`src/rtl/fbc_pkg.sv`:
```
// shared types, constants and helpers for the frustum box containment block
package fbc_pkg;

   localparam int COORD_W     = 16;
   localparam int FIELD_W     = 16;
   localparam int PLANE_W     = 4 * FIELD_W;
   localparam int PLANE_COUNT = 6;
   localparam int REG_COUNT   = 6;
   localparam int CSR_IDX_W   = 3;
   localparam int PLANE_IDX_W = (PLANE_COUNT > 1) ? $clog2(PLANE_COUNT) : 1;
   localparam int D_SHIFT     = 8;
   localparam int PROD_W      = FIELD_W + COORD_W;
   localparam int SUM_W       = PROD_W + 2;

   typedef logic signed [COORD_W-1:0] coord_type;
   typedef logic signed [FIELD_W-1:0] field_type;
   typedef logic [PLANE_W-1:0]        plane_type;

   typedef enum logic [1:0] {
      RES_DISJOINT   = 2'd0,
      RES_INTERSECTS = 2'd1,
      RES_CONTAINS   = 2'd2
   } containment_type;

   typedef struct packed {
      coord_type min_x;
      coord_type min_y;
      coord_type min_z;
      coord_type max_x;
      coord_type max_y;
      coord_type max_z;
   } box_type;

   typedef struct packed {
      logic ld1;
      logic ld2;
      logic ld3;
   } stage_ctl_type;

   // slot 3 is normal x, slot 0 is offset d
   function automatic field_type plane_field(input plane_type plane, input logic [1:0] slot);
      field_type f;
      f = field_type'(plane >> (FIELD_W * int'(slot)));
      return f;
   endfunction

endpackage

```
`src/rtl/fbc_plane_lane.sv`:
```
// one plane lane: vertex select, products, signed sum and behind flags
module fbc_plane_lane import fbc_pkg::*; (
   input  logic          clock,
   input  stage_ctl_type ctl,
   input  plane_type     plane,
   input  box_type       box,
   output logic          behind_pos,
   output logic          behind_neg
);

   field_type              nrm [3];
   field_type              d_val;
   coord_type              bmin [3];
   coord_type              bmax [3];
   coord_type              pv_in [3];
   coord_type              nv_in [3];
   coord_type              pv_ff [3];
   coord_type              nv_ff [3];
   logic signed [PROD_W-1:0] pp_in [3];
   logic signed [PROD_W-1:0] np_in [3];
   logic signed [PROD_W-1:0] pp_ff [3];
   logic signed [PROD_W-1:0] np_ff [3];
   logic signed [SUM_W-1:0]  d_ext;
   logic signed [SUM_W-1:0]  psum;
   logic signed [SUM_W-1:0]  nsum;
   logic                     bpos_ff;
   logic                     bneg_ff;

   assign nrm[0] = plane_field(plane, 2'd3);
   assign nrm[1] = plane_field(plane, 2'd2);
   assign nrm[2] = plane_field(plane, 2'd1);
   assign d_val  = plane_field(plane, 2'd0);

   assign bmin[0] = box.min_x;
   assign bmin[1] = box.min_y;
   assign bmin[2] = box.min_z;
   assign bmax[0] = box.max_x;
   assign bmax[1] = box.max_y;
   assign bmax[2] = box.max_z;

   // positive vertex takes max where the normal is non-negative
   always_comb begin
      for (int a = 0; a < 3; a++) begin
         pv_in[a] = nrm[a][FIELD_W-1] ? bmin[a] : bmax[a];
         nv_in[a] = nrm[a][FIELD_W-1] ? bmax[a] : bmin[a];
      end
   end

   always_comb begin
      for (int a = 0; a < 3; a++) begin
         pp_in[a] = PROD_W'(pv_ff[a]) * PROD_W'(nrm[a]);
         np_in[a] = PROD_W'(nv_ff[a]) * PROD_W'(nrm[a]);
      end
   end

   assign d_ext = SUM_W'(d_val) <<< D_SHIFT;
   assign psum  = SUM_W'(pp_ff[0]) + SUM_W'(pp_ff[1]) + SUM_W'(pp_ff[2]) + d_ext;
   assign nsum  = SUM_W'(np_ff[0]) + SUM_W'(np_ff[1]) + SUM_W'(np_ff[2]) + d_ext;

   always_ff @(posedge clock) begin
      if (ctl.ld1) begin
         pv_ff <= pv_in;
         nv_ff <= nv_in;
      end
      if (ctl.ld2) begin
         pp_ff <= pp_in;
         np_ff <= np_in;
      end
      if (ctl.ld3) begin
         bpos_ff <= psum[SUM_W-1];
         bneg_ff <= nsum[SUM_W-1];
      end
   end

   assign behind_pos = bpos_ff;
   assign behind_neg = bneg_ff;

endmodule

```
`config.mk`:
```
export PLATFORM = sky130hd
export DESIGN_NAME = fbc_plane_lane
export DESIGN_NICKNAME = d
export VERILOG_FILES = /design/src/rtl/fbc_pkg.sv /design/src/rtl/fbc_plane_lane.sv
export SDC_FILE = /design/constraint.sdc
export NUM_CORES = 2
export LEC_CHECK = 0
export BUFFER_PORTS_ARGS = -buffer_cell sky130_fd_sc_hd__buf_2
export CAP_MARGIN = 20
export CORE_MARGIN = 8
export CORE_UTILIZATION = 53
export CTS_CLUSTER_SIZE = 28
export DETAILED_ROUTE_END_ITERATION = 10
export GPL_ROUTABILITY_DRIVEN = 0
export MAX_ROUTING_LAYER = met4
export PLACE_DENSITY_LB_ADDON = 0.08
export REMOVE_ABC_BUFFERS = 1
export SYNTH_ARGS = -nofsm -noshare
export SYNTH_HDL_FRONTEND = slang
export SYNTH_SLANG_ARGS = --single-unit
```
`constraint.sdc`:
```
create_clock -name clock -period 7.89 [get_ports clock]
set_input_delay 1.578 -clock clock [delete_from_list [all_inputs] [get_ports clock]]
set_output_delay 1.578 -clock clock [all_outputs]
set_load 0.02 [all_outputs]
```
==> impl_metrics.xml <==
<?xml version="1.0" encoding="UTF-8"?>
<metrics>
  <group name="outcome">
    <metric name="run_status" unit="">finished clean</metric>
  </group>
  <group name="place">
    <metric name="detailed_place_hpwl" unit="um">152000</metric>
    <metric name="port_buffers" unit="">165</metric>
  </group>
  <group name="cells_and_area">
    <metric name="nNetsFinal" unit="">9719</metric>
    <metric name="postLayoutCoreUtil" unit="%">57.3</metric>
    <metric name="layout_common_cells" unit="">sky130_fd_sc_hd__inv_1 (1744), sky130_fd_sc_hd__fa_1 (1684), sky130_fd_sc_hd__nand2_1 (763), sky130_fd_sc_hd__and2_1 (748), sky130_fd_sc_hd__ha_1 (566)</metric>
    <metric name="flow.area_growth_from_synthesis" unit="%">7.28</metric>
    <metric name="ratio_of_cells_with_drive_above_1_in_the_final_layout" unit="%">7.69</metric>
    <metric name="area_taken_by_multi_input_logic_gates" unit="um2">56100</metric>
    <metric name="most_common_library_cell_in_the_layout_ignoring_fill_and_taps" unit="">sky130_fd_sc_hd__inv_1</metric>
    <metric name="final.fill_count" unit="">11999</metric>
    <metric name="layout.area.seq" unit="um2">8710</metric>
  </group>
  <group name="clocking">
    <metric name="clock_latency" unit="ns">0.64</metric>
    <metric name="clock_pin_transition_on_the_worst_setup_and_hold_timing_paths" unit="ns">0.06</metric>
    <metric name="clkSinkCount" unit="">290</metric>
    <metric name="cts-root-buf" unit="">sky130_fd_sc_hd__clkbuf_16</metric>
    <metric name="cts_hold_buffers" unit="">0</metric>
    <metric name="cts-htree-levels" unit="">2</metric>
    <metric name="clock_tree_from_tritoncts" unit="">done</metric>
    <metric name="total_clock_buffers_created_by_cts" unit="">42</metric>
    <metric name="cts_setup_buffers" unit="">0</metric>
    <metric name="post_cts.resized_instances" unit="">0</metric>
    <metric name="cts_buffer_depth" unit="">3</metric>
  </group>
  <group name="floorplan">
    <metric name="floorplan.initialDensity" unit="%">53.4</metric>
    <metric name="die-width" unit="um">385</metric>
    <metric name="io_pins" unit="">166</metric>
    <metric name="die_y" unit="um">385</metric>
    <metric name="std_cell_rows" unit="">135</metric>
    <metric name="core-area" unit="um2">135000</metric>
    <metric name="floorplan.die_area" unit="um2">148000</metric>
  </group>
  <group name="route">
    <metric name="highest_metal_layer_with_signal_wires" unit="">met4</metric>
    <metric name="drcViolationCount" unit="">0</metric>
    <metric name="drtAntennaViolNets" unit="">0</metric>
    <metric name="drt-wirelength-per-cell" unit="um">19.5</metric>
    <metric name="detailroute.wirelength.met3" unit="um">10300</metric>
    <metric name="drt-initial-drc-count" unit="">2720</metric>
    <metric name="drt-pass1-iter-count" unit="">6</metric>
    <metric name="wirelength_met1" unit="um">80000</metric>
    <metric name="wl" unit="um">178000</metric>
    <metric name="routed-wl-met2" unit="um">84000</metric>
    <metric name="vias" unit="">47992</metric>
    <metric name="avgViaCountPerCell" unit="">5.26</metric>
  </group>
  <group name="yosys">
    <metric name="synth-seq-area-share" unit="%">12.0</metric>
    <metric name="synth_warnings" unit="">0</metric>
    <metric name="postSynthAreaPerCell" unit="um2">10.1</metric>
    <metric name="synthesized_netlist_cell_count" unit="">7146</metric>
    <metric name="post_synth_instance_area" unit="um2">72300</metric>
    <metric name="ys_dominant_reg_cell" unit="">sky130_fd_sc_hd__edfxtp_1</metric>
    <metric name="synth_seq_cells" unit="">290</metric>
    <metric name="synth.largest_area_cell" unit="">sky130_fd_sc_hd__fa_1</metric>
    <metric name="yosysTopAreaCellShare" unit="%">46.6</metric>
    <metric name="async_reset_ff_share" unit="%">0</metric>
    <metric name="synth-edff-count" unit="">290</metric>
    <metric name="synth.distinct_cells" unit="">74</metric>
    <metric name="ys_top_cells_by_area" unit="">sky130_fd_sc_hd__fa_1 (47%), sky130_fd_sc_hd__edfxtp_1 (12%), sky130_fd_sc_hd__ha_1 (9.8%)</metric>
  </group>
  <group name="timing">
    <metric name="fmax" unit="GHz">0.136</metric>
    <metric name="whs" unit="ns">0.850</metric>
    <metric name="report.final.hold_viol_count" unit="">0</metric>
    <metric name="finalWorstPathRequiredPeriod" unit="ns">7.35</metric>
    <metric name="fin_crit_sh" unit="%">93.2</metric>
    <metric name="finalSetupViolCount" unit="">0</metric>
    <metric name="grt_setup_unrepaired" unit="">false</metric>
    <metric name="slew_viols_final" unit="">0</metric>
    <metric name="slew_headroom" unit="%">36.6</metric>
    <metric name="worst_clock_skew" unit="ns">0.0427</metric>
    <metric name="tightest_pin_transition" unit="ns">0.950</metric>
  </group>
  <group name="grt">
    <metric name="grt_start_max_net_pins" unit="">106</metric>
    <metric name="grt_pass1_vias" unit="">52814</metric>
    <metric name="grt_first_pass_wirelength" unit="um">292000</metric>
    <metric name="number_of_antenna_violations_at_the_first_check_in_global_routing" unit="">5</metric>
    <metric name="globalRoute.totalOverflow" unit="">0</metric>
    <metric name="globalRouteTotalUtil" unit="%">25.8</metric>
  </group>
  <group name="worst_setup_path">
    <metric name="timing.setup.critical_path_class" unit="">input port to flip-flop</metric>
    <metric name="worst_path_largest_cell_delay" unit="ns">0.53</metric>
    <metric name="cp_slowest_cell" unit="">sky130_fd_sc_hd__fa_1</metric>
    <metric name="path_common_cell" unit="">sky130_fd_sc_hd__fa_1</metric>
    <metric name="worstSetupStartpointType" unit="">input port</metric>
    <metric name="crit_chain" unit="">buf_2, buf_4, and2_1, fa_1, fa_1, ha_1, inv_1, fa_1, inv_1, fa_1, inv_1, fa_1, inv_1, ha_1, or2_2, o311ai_0, buf_4, o31ai_1, o31a_1, a211o_1, and4_1, a21oi_1, a21oi_1, xor2_1</metric>
    <metric name="worst-endpoint-arrival" unit="ns">7.70</metric>
    <metric name="cp_max_fo" unit="">22</metric>
    <metric name="worst_setup_path_end_kind" unit="">flip-flop</metric>
    <metric name="required" unit="ns">8.23</metric>
  </group>
  <group name="run">
    <metric name="max_cap_viol_count" unit="">0</metric>
  </group>
  <group name="worst_hold_path">
    <metric name="hp-class" unit="">flip-flop to flip-flop</metric>
  </group>
</metrics>
per-layer routing:
metal,up-vias,GRT usage [%]
li1,21597,-
met1,24996,36.3
met2,1202,41.0
met3,197,3.22
met4,0,4.86
met5,-,-
per-stage QoR:
step                TNS [ns]  instance area [um2]  std cells  setup slack [ns]
finish                     0                77600       9122             0.535
global route               0                77600       9121             0.235
CTS                        0                77500       9117             0.636
detailed placement   -0.0341                76100       9041           -0.0340
global placement           0                76100       9041            0.0318
floorplan                  0                71300       6890             0.362
worst max-delay path: cells and delay by family:
kind                       cells  cell delay (ns)
and+or+nand+nor                3             0.69
AOI/OAI and AO/OA              6             1.26
xor gates and xnor gates       1             0.17
buffers and inverters          7             1.11
adders and majority gates      7             2.87
final cells by class:
cell class | count | share of cell area [%]
antenna | 4 | 0.0129
clock buffer | 46 | 1.37
clock inverter | 30 | 0.505
tap | 1781 | 2.87
multi-input combinational | 4855 | 72.3
inverter | 1745 | 8.45
sequential | 290 | 11.2
timing repair buffer | 371 | 3.26
cells in the mapped netlist (all sizes together), types with 4 or more instances:
cell type,instances
a2111oi,14
a211oi,12
a21boi,6
a21o,93
a21oi,150
a311oi,6
a31oi,13
and2,748
and3,10
and4,5
buf,9
clkbuf,247
edfxtp,290
fa,1684
ha,566
inv,1744
mux2,96
nand2,763
nand2b,42
nand3,22
nand4,17
nor2,134
nor2b,15
nor3,24
nor4,6
o211ai,10
o21a,21
o21ai,74
o21bai,32
o31a,4
o31ai,11
or2,7
or3,7
xnor2,162
xor2,58
state kept, by name, indices dropped and copies added (netlist names):
register and count:
pp_ff 96, np_ff 96, nv_ff 48, behind_neg 1
behind_pos 1, pv_ff 48
path summary, 6_finish.rpt:
check,start,endpoint,slack (ns),cells after the start
worst max-delay path,plane[21],pp_ff[30],0.54,24
worst min-delay path,nv_ff[16],np_ff[32],0.85,2
worst max register to register,nv_ff[39],np_ff[95],0.91,22
worst min register to register,nv_ff[16],np_ff[32],0.85,2
logic make-up (layout without fill, tap and decap cells):
kind of cell / count (synthesis) / after routing / share of synthesized area, %
buffers and inverters: 2001 / 2192 / 10.4
DFF: 290 / 290 / 12.0
other: 0 / 4 / 0
AOI/OAI and AO/OA: 482 / 482 / 4.47
and+or+nand+nor: 1805 / 1805 / 12.5
muxes: 98 / 98 / 1.52
adders and majority gates: 2250 / 2250 / 56.4
xor gates and xnor gates: 220 / 220 / 2.67
Power is not shown: default switching activity piles up to over one toggle a cycle in this logic, so the estimate is an artifact.
